==> config.mk <==
export PLATFORM = sky130hd
export DESIGN_NAME = nested_delimiter_group_finder
export DESIGN_NICKNAME = d
export VERILOG_FILES = /design/src/rtl/core/ndgf_pkg.sv /design/src/rtl/core/nested_delimiter_group_finder.sv /design/src/rtl/core/ndgf_step.sv
export SDC_FILE = /design/constraint.sdc
export NUM_CORES = 1
export LEC_CHECK = 0
export BUFFER_PORTS_ARGS = -buffer_cell sky130_fd_sc_hd__buf_2
export CELL_PAD_IN_SITES_DETAIL_PLACEMENT = 1
export CELL_PAD_IN_SITES_GLOBAL_PLACEMENT = 2
export CORE_ASPECT_RATIO = 1.25
export CORE_UTILIZATION = 40
export CTS_CLUSTER_DIAMETER = 40
export CTS_CLUSTER_SIZE = 16
export DETAILED_ROUTE_END_ITERATION = 8
export PLACE_DENSITY_LB_ADDON = 0.2
export SLEW_MARGIN = 20
export SYNTH_ARGS = -nofsm -noshare
export SYNTH_HDL_FRONTEND = slang
export SYNTH_SLANG_ARGS = --single-unit
==> constraint.sdc <==
create_clock -name aclk -period 10.1 [get_ports aclk]
set_clock_uncertainty 0.1 [all_clocks]
set_input_delay 2.02 -clock aclk [delete_from_list [all_inputs] [get_ports aclk]]
set_output_delay 2.02 -clock aclk [all_outputs]
set_load 0.01 [all_outputs]
==> src/rtl/core/ndgf_pkg.sv <==
// ndgf_pkg: shared types, constants and helpers for the nested delimiter group finder
// no dependencies; imported by ndgf_step, nested_delimiter_group_finder and tb

package ndgf_pkg;

    localparam int POSITION_BITS = 32;
    localparam int DEPTH_BITS    = 16;
    localparam int CFG_DATA_BITS = 32;
    localparam int CFG_ADDR_BITS = 3;

    localparam logic [63:0] POS_MASK = 64'hFFFF_FFFF_FFFF_FFFF >> (64 - POSITION_BITS);
    localparam logic [DEPTH_BITS-1:0] DEPTH_MAX = '1;

    // scan phase codes
    localparam logic [1:0] PH_SEEK  = 2'd0;
    localparam logic [1:0] PH_GROUP = 2'd1;
    localparam logic [1:0] PH_DRAIN = 2'd2;

    // configuration register indexes
    localparam logic [CFG_ADDR_BITS-1:0] REG_OPEN_BYTE   = 3'd0;
    localparam logic [CFG_ADDR_BITS-1:0] REG_CLOSE_BYTE  = 3'd1;
    localparam logic [CFG_ADDR_BITS-1:0] REG_ESCAPE_BYTE = 3'd2;
    localparam logic [CFG_ADDR_BITS-1:0] REG_ESCAPE_EN   = 3'd3;
    localparam logic [CFG_ADDR_BITS-1:0] REG_SKIP_SPACE  = 3'd4;
    localparam logic [CFG_ADDR_BITS-1:0] REG_SCAN_BASE   = 3'd5;

    // ascii whitespace
    localparam logic [7:0] CH_SPACE = 8'h20;
    localparam logic [7:0] CH_TAB   = 8'h09;
    localparam logic [7:0] CH_LF    = 8'h0A;
    localparam logic [7:0] CH_CR    = 8'h0D;

    typedef struct packed {
        logic [7:0]  open_byte;
        logic [7:0]  close_byte;
        logic [7:0]  escape_byte;
        logic        escape_enable;
        logic        skip_leading_space;
        logic [31:0] scan_base;
    } cfg_t;

    typedef struct packed {
        logic [1:0]               phase;
        logic [DEPTH_BITS-1:0]    nest_depth;
        logic [7:0]               previous_byte;
        logic                     just_opened;
        logic [POSITION_BITS-1:0] byte_position;
        logic [POSITION_BITS-1:0] opener_position;
    } scan_state_t;

    typedef struct packed {
        logic        valid;
        logic        found;
        logic [31:0] open_position;
        logic [31:0] close_position;
    } result_t;

    function automatic logic is_space(input logic [7:0] b);
        return (b == CH_SPACE) || (b == CH_TAB) || (b == CH_LF) || (b == CH_CR);
    endfunction

    // base plus offset, wrapped at the position width, reported as 32 bits
    function automatic logic [31:0] abs_pos(input logic [31:0] base,
                                            input logic [POSITION_BITS-1:0] offset);
        logic [63:0] sum;
        sum = {32'd0, base} + 64'(offset);
        sum = sum & POS_MASK;
        return sum[31:0];
    endfunction

endpackage

==> src/rtl/core/nested_delimiter_group_finder.sv <==
// nested_delimiter_group_finder: top level of the delimited group finder
// depends on ndgf_pkg and ndgf_step
//
//   channel | direction | handshake            | payload
//   --------+-----------+----------------------+-------------------------------------------
//   s_      | in        | s_valid / s_ready    | s_data_byte, s_final_byte
//   m_      | out       | m_valid / m_ready    | m_found, m_open_position, m_close_position
//   cfg_    | in        | cfg_we (no wait)     | cfg_addr, cfg_wdata
//
// one byte per cycle while the output is not stalled: each transaction updates the scan
// state when it is accepted, and its result appears in the output register in the next cycle
// the single output register is the only buffer; s_ready is high whenever it is
// empty or is being emptied, so with m_ready held high the block takes a byte
// every cycle
// aresetn is synchronous and active low; it restores the registers to their
// reset values and drops any pending result
// a stalled result holds the input off until it is taken

module nested_delimiter_group_finder (
    input  logic                                aclk,
    input  logic                                aresetn,
    // configuration writes
    input  logic                                cfg_we,
    input  logic [ndgf_pkg::CFG_ADDR_BITS-1:0]  cfg_addr,
    input  logic [ndgf_pkg::CFG_DATA_BITS-1:0]  cfg_wdata,
    // byte stream
    input  logic                                s_valid,
    output logic                                s_ready,
    input  logic [7:0]                          s_data_byte,
    input  logic                                s_final_byte,
    // results
    output logic                                m_valid,
    input  logic                                m_ready,
    output logic                                m_found,
    output logic [31:0]                         m_open_position,
    output logic [31:0]                         m_close_position
);
    import ndgf_pkg::*;

    cfg_t        cfg_reg;
    scan_state_t state_reg;
    scan_state_t state_next;
    result_t     step_res;

    logic        m_valid_reg;
    logic        m_valid_next;
    logic        m_found_reg;
    logic [31:0] m_open_reg;
    logic [31:0] m_close_reg;
    logic        s_accept;

    // output register empty or draining this cycle
    assign s_ready  = !m_valid_reg || m_ready;
    assign s_accept = s_valid && s_ready;

    assign m_valid          = m_valid_reg;
    assign m_found          = m_found_reg;
    assign m_open_position  = m_open_reg;
    assign m_close_position = m_close_reg;

    // per-byte scan logic
    ndgf_step u_step (
        .cfg        (cfg_reg),
        .cur        (state_reg),
        .data_byte  (s_data_byte),
        .final_byte (s_final_byte),
        .nxt        (state_next),
        .res        (step_res)
    );

    // configuration registers; the user must write them only while idle, the block does not enforce it
    always_ff @(posedge aclk) begin
        if (!aresetn) begin
            cfg_reg.open_byte          <= 8'd40;
            cfg_reg.close_byte         <= 8'd41;
            cfg_reg.escape_byte        <= 8'd92;
            cfg_reg.escape_enable      <= 1'b0;
            cfg_reg.skip_leading_space <= 1'b0;
            cfg_reg.scan_base          <= '0;
        end else if (cfg_we) begin
            case (cfg_addr)
                REG_OPEN_BYTE:   cfg_reg.open_byte          <= cfg_wdata[7:0];
                REG_CLOSE_BYTE:  cfg_reg.close_byte         <= cfg_wdata[7:0];
                REG_ESCAPE_BYTE: cfg_reg.escape_byte        <= cfg_wdata[7:0];
                REG_ESCAPE_EN:   cfg_reg.escape_enable      <= cfg_wdata[0];
                REG_SKIP_SPACE:  cfg_reg.skip_leading_space <= cfg_wdata[0];
                REG_SCAN_BASE:   cfg_reg.scan_base          <= cfg_wdata[31:0];
                default: begin
                    // unmapped index, write dropped
                end
            endcase
        end
    end

    // scan state advances once per accepted transaction
    always_ff @(posedge aclk) begin
        if (!aresetn) begin
            state_reg.phase           <= PH_SEEK;
            state_reg.nest_depth      <= '0;
            state_reg.previous_byte   <= '0;
            state_reg.just_opened     <= 1'b0;
            state_reg.byte_position   <= '0;
            state_reg.opener_position <= '0;
        end else if (s_accept) begin
            state_reg <= state_next;
        end
    end

    // result valid: loaded on accept, cleared when taken
    always_comb begin
        if (s_accept) begin
            m_valid_next = step_res.valid;
        end else begin
            m_valid_next = m_valid_reg && !m_ready;
        end
    end

    always_ff @(posedge aclk) begin
        if (!aresetn) begin
            m_valid_reg <= 1'b0;
        end else begin
            m_valid_reg <= m_valid_next;
        end
    end

    // result payload, no reset needed
    always_ff @(posedge aclk) begin
        if (s_accept && step_res.valid) begin
            m_found_reg <= step_res.found;
            m_open_reg  <= step_res.open_position;
            m_close_reg <= step_res.close_position;
        end
    end

    // a failed scan reports zero positions
    a_fail_zero: assert property (@(posedge aclk) disable iff (!aresetn)
        (m_valid_reg && !m_found_reg) |-> (m_open_reg == '0 && m_close_reg == '0))
        else $error("failure result with nonzero position");

    // inside a group the depth never reaches zero
    a_group_depth: assert property (@(posedge aclk) disable iff (!aresetn)
        (state_reg.phase == PH_GROUP) |-> (state_reg.nest_depth != '0))
        else $error("group phase with zero depth");

    // seeking an opener always starts from a clean depth with the just-opened flag clear
    a_seek_clean: assert property (@(posedge aclk) disable iff (!aresetn)
        (state_reg.phase == PH_SEEK) |-> (state_reg.nest_depth == '0 &&
                                          !state_reg.just_opened))
        else $error("seek phase with stale group state");

    // back-pressure only while a result is pending, and that result stays
    a_stall_holds: assert property (@(posedge aclk) disable iff (!aresetn)
        !s_ready |=> m_valid_reg)
        else $error("pending result lost during stall");

endmodule

==> src/rtl/core/ndgf_step.sv <==
// ndgf_step: per-byte next-state and result logic of the group finder
// depends on ndgf_pkg

module ndgf_step (
    input  ndgf_pkg::cfg_t        cfg,
    input  ndgf_pkg::scan_state_t cur,
    input  logic [7:0]            data_byte,
    input  logic                  final_byte,
    output ndgf_pkg::scan_state_t nxt,
    output ndgf_pkg::result_t     res
);
    import ndgf_pkg::*;

    logic                  escaped;
    logic                  closed;
    logic [DEPTH_BITS-1:0] depth_dec;

    always_comb begin
        nxt       = cur;
        res       = '0;
        closed    = 1'b0;
        escaped   = cfg.escape_enable && !cur.just_opened &&
                    (cur.previous_byte == cfg.escape_byte);
        depth_dec = (cur.nest_depth != '0) ? cur.nest_depth - 1'b1 : cur.nest_depth;

        case (cur.phase)
            PH_SEEK: begin
                if (cfg.skip_leading_space && is_space(data_byte)) begin
                    res.valid = final_byte;
                end else if (data_byte == cfg.open_byte) begin
                    nxt.opener_position = cur.byte_position;
                    nxt.nest_depth      = DEPTH_BITS'(1);
                    nxt.just_opened     = 1'b1;
                    nxt.previous_byte   = data_byte;
                    nxt.phase           = PH_GROUP;
                    res.valid           = final_byte;
                end else begin
                    res.valid = 1'b1;
                    nxt.phase = PH_DRAIN;
                end
            end
            PH_GROUP: begin
                if (!escaped) begin
                    if (cfg.open_byte == cfg.close_byte) begin
                        closed = (data_byte == cfg.close_byte);
                    end else if (data_byte == cfg.open_byte) begin
                        if (cur.nest_depth != DEPTH_MAX) begin
                            nxt.nest_depth = cur.nest_depth + 1'b1;
                        end
                    end else if (data_byte == cfg.close_byte) begin
                        nxt.nest_depth = depth_dec;
                        closed         = (depth_dec == '0);
                    end
                end
                nxt.just_opened   = 1'b0;
                nxt.previous_byte = data_byte;
                if (closed) begin
                    res.valid          = 1'b1;
                    res.found          = 1'b1;
                    res.open_position  = abs_pos(cfg.scan_base, cur.opener_position);
                    res.close_position = abs_pos(cfg.scan_base, cur.byte_position);
                    nxt.phase          = PH_DRAIN;
                end else begin
                    res.valid = final_byte;
                end
            end
            default: begin
                // draining the rest of the scan
            end
        endcase

        if (final_byte) begin
            nxt.phase         = PH_SEEK;
            nxt.byte_position = '0;
            nxt.nest_depth    = '0;
            nxt.previous_byte = '0;
            nxt.just_opened   = 1'b0;
        end else begin
            nxt.byte_position = cur.byte_position + 1'b1;
        end
    end

endmodule

==> reports/results.ini, run 1 <==
[run_status]
status = completed

[sta]
fmax_ghz = 0.209
finalSetupViolations = 0
rsz0062_at_grt = false
finalHoldViolCount = 0
worst_slew_pin_slew_ns = 1.02
period_share_pct = 47.3
slew_headroom_pct = 31.4
fin_setup_tns_ns = 0
slew_violations = 0
min_period_ns = 4.78

[cells_and_area]
final_nets = 1647
fillCellCount = 3577
synthToLayoutAreaGrowth_pct = 18.4
multi_input_area_um2 = 7010
layout-drive-gt1-share_pct = 13.6
final_cell_area_um2 = 14600
largest_register_ffs = 91
utilization_pct = 48.2
diodes = 0
register_area_um2 = 4950

[power_and_ir_drop]
p_switching_mw = 0.562
internal_power_mw = 1.85
seq_power_share_pct = 38.5
comb_power_share_pct = 5.6
ir_drop_uv = 125
pwr-share-clk_pct = 55.9
cellPowerDensity_nw_per_um2 = 166
p_sw_share_pct = 23.3
p_leak_nw = 5.65

[logic_synthesis]
synthTopCellsByArea = dfxtp_1, edfxtp_1, nand2_1
syn_inst = 1433
synth_nets = 1549
async_reset_ff_share_pct = 0
avgSynthCellArea_um2 = 8.59
synth_area_leader_cell = dfxtp_1
ys_seq_area_share_pct = 40.3
synth-edff-count = 65
synth_cell_types = 72
syn-cell-area_um2 = 12300
yosysTopAreaCellShare_pct = 24.4
synthFlopType = dfxtp_1
ys_ff_latch = 215
yosys_warnings = 0

[die]
core_area_um2 = 30200
start_util_pct = 40.7
die_h_um = 198
io_pins = 116
die_area_um2 = 31500
die_w_um = 159
fp-row-count = 71

[cts]
cts_resized = 0
cts_inserted_buffers = 38
ctsHoldBuffers = 0
clock_sinks = 215
clock_path_buffers = 3
cts_root_buf = clkbuf_16
tritoncts = built
cts_max_level = 2
cts_setup_buffers = 0
clk_pin_slew_ns = 0.05
clkLatencyLatePin_ns = 0.52

[hold_path]
hp-class = register to register

[route]
wl_met3_um = 1090
drc = 0
met2WireLength_um = 18500
via_count = 10700
top_layer_used = met5
wl_per_cell_um = 18.3
drtIter0Drc = 368
wirelength_um = 35800
final_antenna_net_count = 0
vias_per_cell = 5.44
routedLengthMet1_um = 15400
dr.pass1.iters = 4

[placement]
port_buffers = 115
gp_congestion = 0.848
hpwl_um = 26000
dpl_cell_area_um2 = 13200

[grt]
grt_overflow = 0
antenna_found_initial = 1
grt_util_all_layers_pct = 23.2
grt_pass1_wl_um = 58600
grt_max_degree = 72
grt_pass1_vias = 11100

[critical_path]
path_class = input port to register
arrival_ns = 5.11
crit_path_end_kind = register
startpoint_type = input port
required_ns = 10.43
crit_fanout = 12

[run]
cap_violations = 0

[routing by layer]
layer | vias to the layer above | GRT usage, %
met3 | 57 | 3.56
met4 | 2 | 7.23
met1 | 5181 | 27.0
li1 | 5272 | -
met2 | 166 | 43.4
met5 | - | 0
[cells in the mapped netlist, types with 36 or more instances]
cell and instances:
a21boi_0 92, nand3_1 42, xnor2_1 46, o21ai_0 49, edfxtp_1 65, ha_1 65
clkbuf_1 59, nor3_1 36, nand2_1 240, dfxtp_1 150, nor2_1 127, xor2_1 62
a21oi_1 84
[final timing paths]
check	startpoint	end	slack, ns	depth (start not counted)
setup / recovery	s_data_byte[1]	state_reg[82]$_SDFFE_PN0P_	5.32	9
hold / removal	state_reg[23]$_SDFFE_PN0P_	state_reg[23]$_SDFFE_PN0P_	0.35	2
setup reg to reg	state_reg[75]$_SDFFE_PN0P_	m_close_position[14]$_SDFFCE_PN0P_	6.06	9
hold reg to reg	state_reg[23]$_SDFFE_PN0P_	state_reg[23]$_SDFFE_PN0P_	0.35	2
[cell usage in the layout (no fill, tap or decap), drive strengths merged, types with 4 or more instances in the layout]
cell     instances
inv             32
nand3b          11
a211oi          10
a31oi            7
o21a             8
o31a             4
edfxtp          65
a221oi           4
a21o            26
or2              5
a211o            4
dfxtp          150
nor2           128
xnor2           46
clkinv          15
a41oi            5
o21ai           50
o21bai           9
nand3           42
mux2i            4
buf            123
o211ai           6
nor3b            7
nor2b           28
nand2b          21
xor2            62
nand2          242
clkbuf          43
a2111oi          7
nand4           17
a21oi           84
nor3            39
or3             14
ha              65
a21boi          96
and3            17
and2             6
bufinv           5
nor4            11
[area by class of cell]
cell class                 count  area share (%)
inverter                      28           0.722
timing repair buffer         123            4.36
sequential                   215            34.0
tap                          401            3.44
clock buffer                  43            7.24
multi-input combinational   1125            48.1
clock inverter                27            2.10
[per-stage QoR]
step,instances,hold WS (ns),worst slack [ns],total power [mW]
3_3_place_gp,1892,0.346,4.96,1.08
2_1_floorplan,1433,0.334,4.76,1.03
4_1_cts,1962,0.360,5.32,2.45
6_report,1962,0.354,5.32,2.42
5_1_grt,1962,0.380,5.03,2.50
3_5_place_dp,1892,0.353,4.82,1.08
[power groups by stage]
stage | registers, mW | logic (mW) | clock network (mW)
finish | 0.930 | 0.135 | 1.35
global route | 0.932 | 0.149 | 1.42
CTS | 0.930 | 0.137 | 1.38
detailed placement | 0.948 | 0.136 | 0
global placement | 0.947 | 0.134 | 0
floorplan | 0.952 | 0.0738 | 0
[cells by family after synthesis]
| group | Yosys count | synth area share, % |
|---|---|---|
| AO/OA/AOI/OAI | 342 | 18.6 |
| XOR/XNOR | 108 | 7.69 |
| adder cells (fa/ha/maj) | 67 | 6.93 |
| buffers and inverters | 93 | 2.94 |
| flip-flops | 215 | 40.3 |
| multiplexers | 5 | 0.417 |
| AND/OR/NAND/NOR | 603 | 23.1 |
[critical path: stages]
cell and delay [ns]:
buf_2 0.14, xor2_1 0.15, nor4_1 0.35, and4_1 0.55
mux2_2 0.39, nor3_1 0.36, nand3_1 0.43, or3_1 0.51
a21boi_0 0.20
Power figures use the tool's default switching activity.
==> run 2: changes to the inputs <==
- ABC_AREA: unset -> 1
- CORE_UTILIZATION: 40 -> 35
- clock period: 10.1 -> 4.88 ns (I/O delays scaled with it)
==> run 2 against run 1 <==
Compared with the run above:
- design area increased by 7.2%
- highest routed layer is now met4
- largest cell class unchanged
- first-iteration DRC count increased by 32%
- combinational power rose to 3.7 times the previous value
- critical path depth grew 8
- largest power group unchanged
==> reports/results.ini, run 2 <==
[cells_and_area]
final_cell_area_um2 = 15600  ; +7.2%
largest_register_ffs = 91  ; unchanged
layout-drive-gt1-share_pct = 13.1  ; -0.58 points
fillCellCount = 4674  ; +31%
final_common_cell = nand2_1
synthToLayoutAreaGrowth_pct = 17.9
final_nets = 2062  ; +25%
mostFrequentLayoutCells = nand2_1, nor2_1, inv_1
diodes = 0  ; unchanged

[grt]
antenna_found_initial = 0  ; -1
grt_util_all_layers_pct = 24.9  ; +1.7 points
grt_max_degree = 96  ; +33%
grt_overflow = 0  ; unchanged
grt_pass1_wl_um = 74000  ; +26%
grt_pass1_vias = 13500  ; +21%

[logic_synthesis]
syn-cell-area_um2 = 13200  ; +7.6%
synth_nets = 1943  ; +25%
yosys_warnings = 0  ; unchanged
synth_area_leader_cell = dfxtp_1
avgSynthCellArea_um2 = 7.25  ; -16%
synth_cell_types = 49  ; -32%
syn_inst = 1827  ; +27%
async_reset_ff_share_pct = 0  ; unchanged
synthTopCellsByArea = dfxtp_1, edfxtp_1, nand2_1
ys_seq_area_share_pct = 37.4  ; -2.9 points
synthFlopType = dfxtp_1
ys_top_cells_by_count = nand2_1, nor2_1, inv_1
synth-edff-count = 65  ; unchanged
ys_ff_latch = 215  ; unchanged
yosysTopAreaCellShare_pct = 22.7  ; -1.7 points
yosysMostFrequentCell = nand2_1

[die]
die_area_um2 = 38600  ; +23%
die_h_um = 219  ; +11%
fp-row-count = 79  ; +11%
io_pins = 116  ; unchanged
die_w_um = 176  ; +11%
core_area_um2 = 37300  ; +23%
start_util_pct = 35.5  ; -5.2 points

[route]
final_antenna_net_count = 0  ; unchanged
drc = 0  ; unchanged
wl_per_cell_um = 19.4  ; +6.0%
drtIter0Drc = 484  ; +32%
dr.pass1.iters = 5  ; +1
wirelength_um = 47600  ; +33%
via_count = 13000  ; +22%
vias_per_cell = 5.28  ; -3.1%

[power_and_ir_drop]
cellPowerDensity_nw_per_um2 = 335  ; +100%
pwr-share-clk_pct = 52.8  ; -3.1 points
internal_power_mw = 3.85  ; +110%
p_switching_mw = 1.38  ; +150%
p_leak_nw = 6.57  ; +16%
comb_power_share_pct = 9.6  ; +4.0 points
p_sw_share_pct = 26.5  ; +3.2 points
power.total_mw = 5.23  ; +120%
seq_power_share_pct = 37.6  ; -0.9 points
ir_drop_uv = 224  ; +79%

[critical_path]
cp_slowest_cell = buf_4
arrival_ns = 3.65  ; -1.46 ns
crit_fanout = 38  ; +26
rrSetupSlack_ns = 1.28  ; -4.78 ns
startpoint_type = register
path_class = register to register
path_cells = inv_1 -> ha_1 -> nand2_2 -> nor2_4 -> nand2_2 -> nand2_1 -> o21ai_0 -> nor2_1 -> nand2_1 -> nor2_1 -> nand3_1 -> nand2_1 -> nand3_4 -> nand2_1 -> nand2_1 -> inv_2 -> buf_4
reg2reg_to = m_close_position[15]$_SDFFCE_PN0P_
cp_common_cell = nand2_1
cpPeakStageDelay_ns = 0.43  ; -0.12 ns
crit_path_end_kind = register
cp_top_family = simple AND/OR/NAND/NOR gates
cp.buffers_inverters = 3  ; +2
r2r-start = state_reg[73]$_SDFFE_PN0P_
required_ns = 4.93  ; -5.50 ns
worst-path-stages = 17  ; +8
r2r_cells = 17  ; +8

[hold_path]
min_to = state_reg[67]$_SDFFE_PN0P_
worstHoldStart = state_reg[67]$_SDFFE_PN0P_
hp-class = register to register
hold_path_depth = 2  ; unchanged

[cts]
cts_max_level = 2  ; unchanged
clock_sinks = 215  ; unchanged
cts_root_buf = clkbuf_16
tritoncts = built
clock_path_buffers = 3  ; unchanged
cts_resized = 0  ; unchanged
clk_pin_slew_ns = 0.05  ; about the same
ctsHoldBuffers = 0  ; unchanged
cts_setup_buffers = 0  ; unchanged
clkLatencyLatePin_ns = 0.53  ; about the same
cts_inserted_buffers = 38  ; unchanged

[placement]
post-place-ws_ns = 0.993  ; -3.83 ns
hpwl_um = 37300  ; +44%
port_buffers = 115  ; unchanged
gp_congestion = 0.898  ; +6.0%
dpl_cell_area_um2 = 14300  ; +8.3%

[run]
cap_violations = 0  ; unchanged

[sta]
finalSetupViolations = 0  ; unchanged
rsz0062_at_grt = false
fmax_ghz = 0.278
layout_setup_ws_ns = 1.28  ; -4.04 ns
period_share_pct = 73.8
fin_setup_tns_ns = 0  ; unchanged
worst_slew_pin_slew_ns = 0.964  ; -0.0603 ns
finalHoldViolCount = 0  ; unchanged
slew_headroom_pct = 35.7  ; +4.4 points
min_period_ns = 3.60
slew_violations = 0  ; unchanged

[run_status]
status = completed

## run 2: changes by cell type after synthesis, moves of 27 or more
| cell | previous run | this run |
|---|---|---|
| inv_1 | 28 | 205 |
| clkbuf_1 | 59 | 32 |
| nand2_1 | 240 | 291 |
| o21ai_0 | 49 | 165 |
| nand3_1 | 42 | 79 |
| nor2b_1 | 28 | 0 |
| nor2_1 | 127 | 248 |
| nand4_1 | 17 | 44 |
| a21oi_1 | 84 | 199 |
| a21boi_0 | 92 | 4 |
| nor2_2 | 0 | 29 |
## run 2: cell families (layout without fill, tap and decap cells)
logic type | after synthesis | count (layout) | share of synthesized area (%)
simple gates | 781 | 781 | 25.9
compound gates | 429 | 429 | 17.5
buf+inv | 264 | 411 | 8.06
flops | 215 | 215 | 37.4
xor+xnor | 71 | 71 | 4.69
fa+ha+maj | 67 | 67 | 6.44
## run 2: through the flow
stage / utilization [%] / instances / hold WS (ns)
4_1_cts: 41.9 / 2460 / 0.390
5_1_grt: 41.9 / 2460 / 0.410
6_report: 41.9 / 2460 / 0.386
3_5_place_dp: 38.4 / 2392 / 0.378
2_1_floorplan: - / 1827 / 0.331
3_3_place_gp: 38.4 / 2392 / 0.374
## run 2: cell type report
type	instances	area, um^2	share of cell area (%)
repair buffers	132	703	4.50
inverters	211	792	5.07
multi-input cells	1348	7240	46.3
well taps	486	608	3.89
flip-flops and latches	215	4950	31.7
clock inverters	22	270	1.73
clock buffers	46	1050	6.74
## run 2: tightest hold or removal path, cell delays in order (launching register included)
cell and delay (ns):
dfxtp_1 0.32, nand2_1 0.06, a21oi_1 0.06
## run 2: layer usage
| metal | part of all wire, % | GRT usage (%) | wire length, um |
|---|---|---|---|
| met5 | 0 | 0 | 0 |
| met4 | 4.7 | 12.1 | 2230 |
| met3 | 2.6 | 2.83 | 1240 |
| met2 | 52 | 47.2 | 24800 |
| met1 | 41 | 27.3 | 19400 |
## run 2: power by group through the flow
stage                     Sequential, mW  Clock (mW)  Combinational (mW)
after detailed placement            2.00           0               0.507
after global routing                1.97        2.89               0.558
after global placement              2.00           0               0.498
after floorplan                     2.01           0               0.297
after CTS                           1.97        2.82               0.509
final                               1.97        2.76               0.501
## run 2: worst max-delay path by stage
stage | from | end | slack, ns
global placement | s_final_byte | state_reg[73]$_SDFFE_PN0P_ | 1.12
floorplan | s_data_byte[0] | m_close_position[0]$_SDFFCE_PN0P_ | 1.01
finish | state_reg[73]$_SDFFE_PN0P_ | m_close_position[15]$_SDFFCE_PN0P_ | 1.28
CTS | state_reg[73]$_SDFFE_PN0P_ | m_close_position[15]$_SDFFCE_PN0P_ | 1.22
detailed placement | s_final_byte | state_reg[73]$_SDFFE_PN0P_ | 0.99
global route | state_reg[73]$_SDFFE_PN0P_ | m_close_position[15]$_SDFFCE_PN0P_ | 1.01
==> run 3: changes to the inputs <==
- clock period: 4.88 -> 3.7 ns (I/O delays scaled with it)
==> run 3 against run 2 <==
Compared with the run above:
- register-to-register slack worse by 0.89 ns
- largest power group unchanged
- maximum frequency is 8.6% higher
- non-clock buffer count is 11 higher
- core utilization is 0.56 points higher
- power is 34% higher
- largest cell class unchanged
- cell count is 0.69% higher
- combinational power is 34% higher
- count of clock-buffer cells in the layout is 10 higher
==> reports/results.ini, run 3 (synthesized netlist as in run 2, its figures left out) <==
[sta]
worst_slew_pin_slew_ns = 0.688  ; -0.276 ns
finalSetupViolations = 0  ; unchanged
period_share_pct = 89.6  ; +16 points
fin_setup_tns_ns = 0  ; unchanged
rsz0062_at_grt = false
slew_violations = 0  ; unchanged
min_period_ns = 3.32  ; -0.285 ns
fmax_ghz = 0.302  ; +8.6%
finalHoldViolCount = 0  ; unchanged
slew_headroom_pct = 53.5  ; +18 points

[route]
vias_per_cell = 5.25  ; -0.47%
via_count = 13000  ; +0.22%
dr.pass1.iters = 4  ; -1
drtIter0Drc = 598  ; +24%
wl_per_cell_um = 19.4  ; about the same
final_antenna_net_count = 0  ; unchanged
wirelength_um = 48000  ; +0.66%
drc = 0  ; unchanged

[critical_path]
startpoint_type = register
cpPeakStageDelay_ns = 0.35  ; -0.08 ns
cp_top_family = simple AND/OR/NAND/NOR gates
crit_fanout = 37  ; -2.6%
arrival_ns = 3.45  ; -0.20 ns
required_ns = 3.83  ; -1.10 ns
cp_common_cell = nand2_1
cp.buffers_inverters = 3  ; unchanged
cp_slowest_cell = dfxtp_1
path_cells = inv_1 -> ha_1 -> nand2_2 -> nor2_4 -> nand2_2 -> nand2_1 -> o21ai_0 -> nor2_1 -> nand2_1 -> nor2_1 -> nand3_1 -> nand2_1 -> nand3_4 -> nand2_1 -> nand2_1 -> clkinvlp_4 -> buf_12
path_class = register to register
crit_path_end_kind = register

[power_and_ir_drop]
seq_power_share_pct = 37.0  ; -0.6 points
internal_power_mw = 5.14  ; +34%
p_sw_share_pct = 26.6  ; +0.16 points
ir_drop_uv = 305  ; +36%
p_leak_nw = 6.69  ; +1.8%
cellPowerDensity_nw_per_um2 = 443  ; +32%
comb_power_share_pct = 9.6  ; about the same
power.total_mw = 7.01  ; +34%
p_switching_mw = 1.87  ; +35%
pwr-share-clk_pct = 53.4  ; +0.6 points

[cts]
cts_resized = 0  ; unchanged
cts_inserted_buffers = 40  ; +5.3%
ctsHoldBuffers = 0  ; unchanged
clock_path_buffers = 3  ; unchanged
cts_root_buf = clkbuf_16
clkLatencyLatePin_ns = 0.55  ; +0.02 ns
cts_setup_buffers = 0  ; unchanged
tritoncts = built
clock_sinks = 215  ; unchanged
clk_pin_slew_ns = 0.05  ; about the same
cts_max_level = 2  ; unchanged

[placement]
hpwl_um = 37500  ; +0.60%
gp_congestion = 0.887  ; -1.2%
port_buffers = 115  ; unchanged

[die]
io_pins = 116  ; unchanged
die_w_um = 176  ; unchanged
core_area_um2 = 37300  ; unchanged
start_util_pct = 35.5  ; unchanged
fp-row-count = 79  ; unchanged
die_area_um2 = 38600  ; unchanged
die_h_um = 219  ; unchanged

[cells_and_area]
layout-drive-gt1-share_pct = 13.8  ; +0.69 points
largest_register_ffs = 91  ; unchanged
register_area_um2 = 4950  ; unchanged
multi_input_area_um2 = 7240  ; unchanged
final_common_cell = nand2_1
fillCellCount = 4681  ; +0.15%
mostFrequentLayoutCells = nand2_1, nor2_1, inv_1
diodes = 0  ; unchanged
utilization_pct = 42.5  ; +0.56 points
final_nets = 2075  ; +0.63%
synthToLayoutAreaGrowth_pct = 19.5

[run]
cap_violations = 0  ; unchanged

[grt]
grt_max_degree = 69  ; -28%
grt_overflow = 0  ; unchanged
grt_pass1_wl_um = 74800  ; +1.1%
grt_util_all_layers_pct = 25.3  ; +0.36 points
grt_pass1_vias = 13800  ; +2.6%
antenna_found_initial = 0  ; unchanged

[hold_path]
hp-class = input port to register

[run_status]
status = completed

run 3: cell count changes in the layout (fill, tap and decap cells not counted), sizes merged:
cell	before	now
clkbuf	46	56
clkinvlp	4	3
inv	215	216
bufinv	4	0
buf	132	143
run 3: final timing paths:
check | from | end | slack [ns] | cells past startpoint
min | cfg_wdata[15] | cfg_reg[15]$_SDFFE_PN0P_ | 0.32 | 3
min reg2reg | cfg_reg[33]$_SDFFE_PN0P_ | cfg_reg[33]$_SDFFE_PN0P_ | 0.36 | 2
max | state_reg[73]$_SDFFE_PN0P_ | m_close_position[21]$_SDFFCE_PN0P_ | 0.38 | 17
max reg2reg | state_reg[73]$_SDFFE_PN0P_ | m_close_position[21]$_SDFFCE_PN0P_ | 0.38 | 17
run 3: final cells by class:
class / instances / area share (%)
multi-input cells: 1348 / 45.7
flip-flops and latches: 215 / 31.3
clock buffers: 56 / 7.89
repair buffers: 143 / 5.28
inverters: 211 / 5.03
well taps: 486 / 3.84
clock inverters: 18 / 0.933
run 3: power by group through the flow:
| stage | clock network [mW] | registers [mW] | logic [mW] |
|---|---|---|---|
| final | 3.74 | 2.59 | 0.673 |
| after global routing | 3.94 | 2.60 | 0.750 |
| after CTS | 3.83 | 2.59 | 0.680 |
| after detailed placement | 0 | 2.64 | 0.677 |
| after global placement | 0 | 2.64 | 0.666 |
| after floorplan | 0 | 2.65 | 0.393 |
run 3: metrics by stage:
| step | instance area (um^2) | setup slack, ns | cells | hold WS, ns |
|---|---|---|---|---|
| finish | 15800 | 0.383 | 2477 | 0.315 |
| global route | 15800 | 0.149 | 2477 | 0.315 |
| CTS | 15800 | 0.376 | 2477 | 0.288 |
| detailed placement | 14400 | 0.393 | 2403 | 0.358 |
| global placement | 14400 | 0.443 | 2403 | 0.359 |
| floorplan | 13200 | 0.356 | 1827 | 0.331 |
run 3: worst register-to-register path: stages, from the launching register on:
cell and delay, ns:
dfxtp_1 0.35, inv_1 0.15, ha_1 0.32, nand2_2 0.14
nor2_4 0.16, nand2_2 0.23, nand2_1 0.14, o21ai_0 0.12
nor2_1 0.19, nand2_1 0.07, nor2_1 0.11, nand3_1 0.10
nand2_1 0.13, nand3_4 0.11, nand2_1 0.10, nand2_1 0.10
clkinvlp_4 0.13, buf_12 0.23
run 3: per-layer routing:
metal | part of all wire [%] | vias to the layer above | GRT usage, %
met4 | 5.0 | 0 | 13.5
li1 | - | 6439 | -
met5 | 0 | - | 0
met3 | 2.5 | 111 | 3.59
met2 | 51 | 217 | 46.7
met1 | 41 | 6240 | 27.7
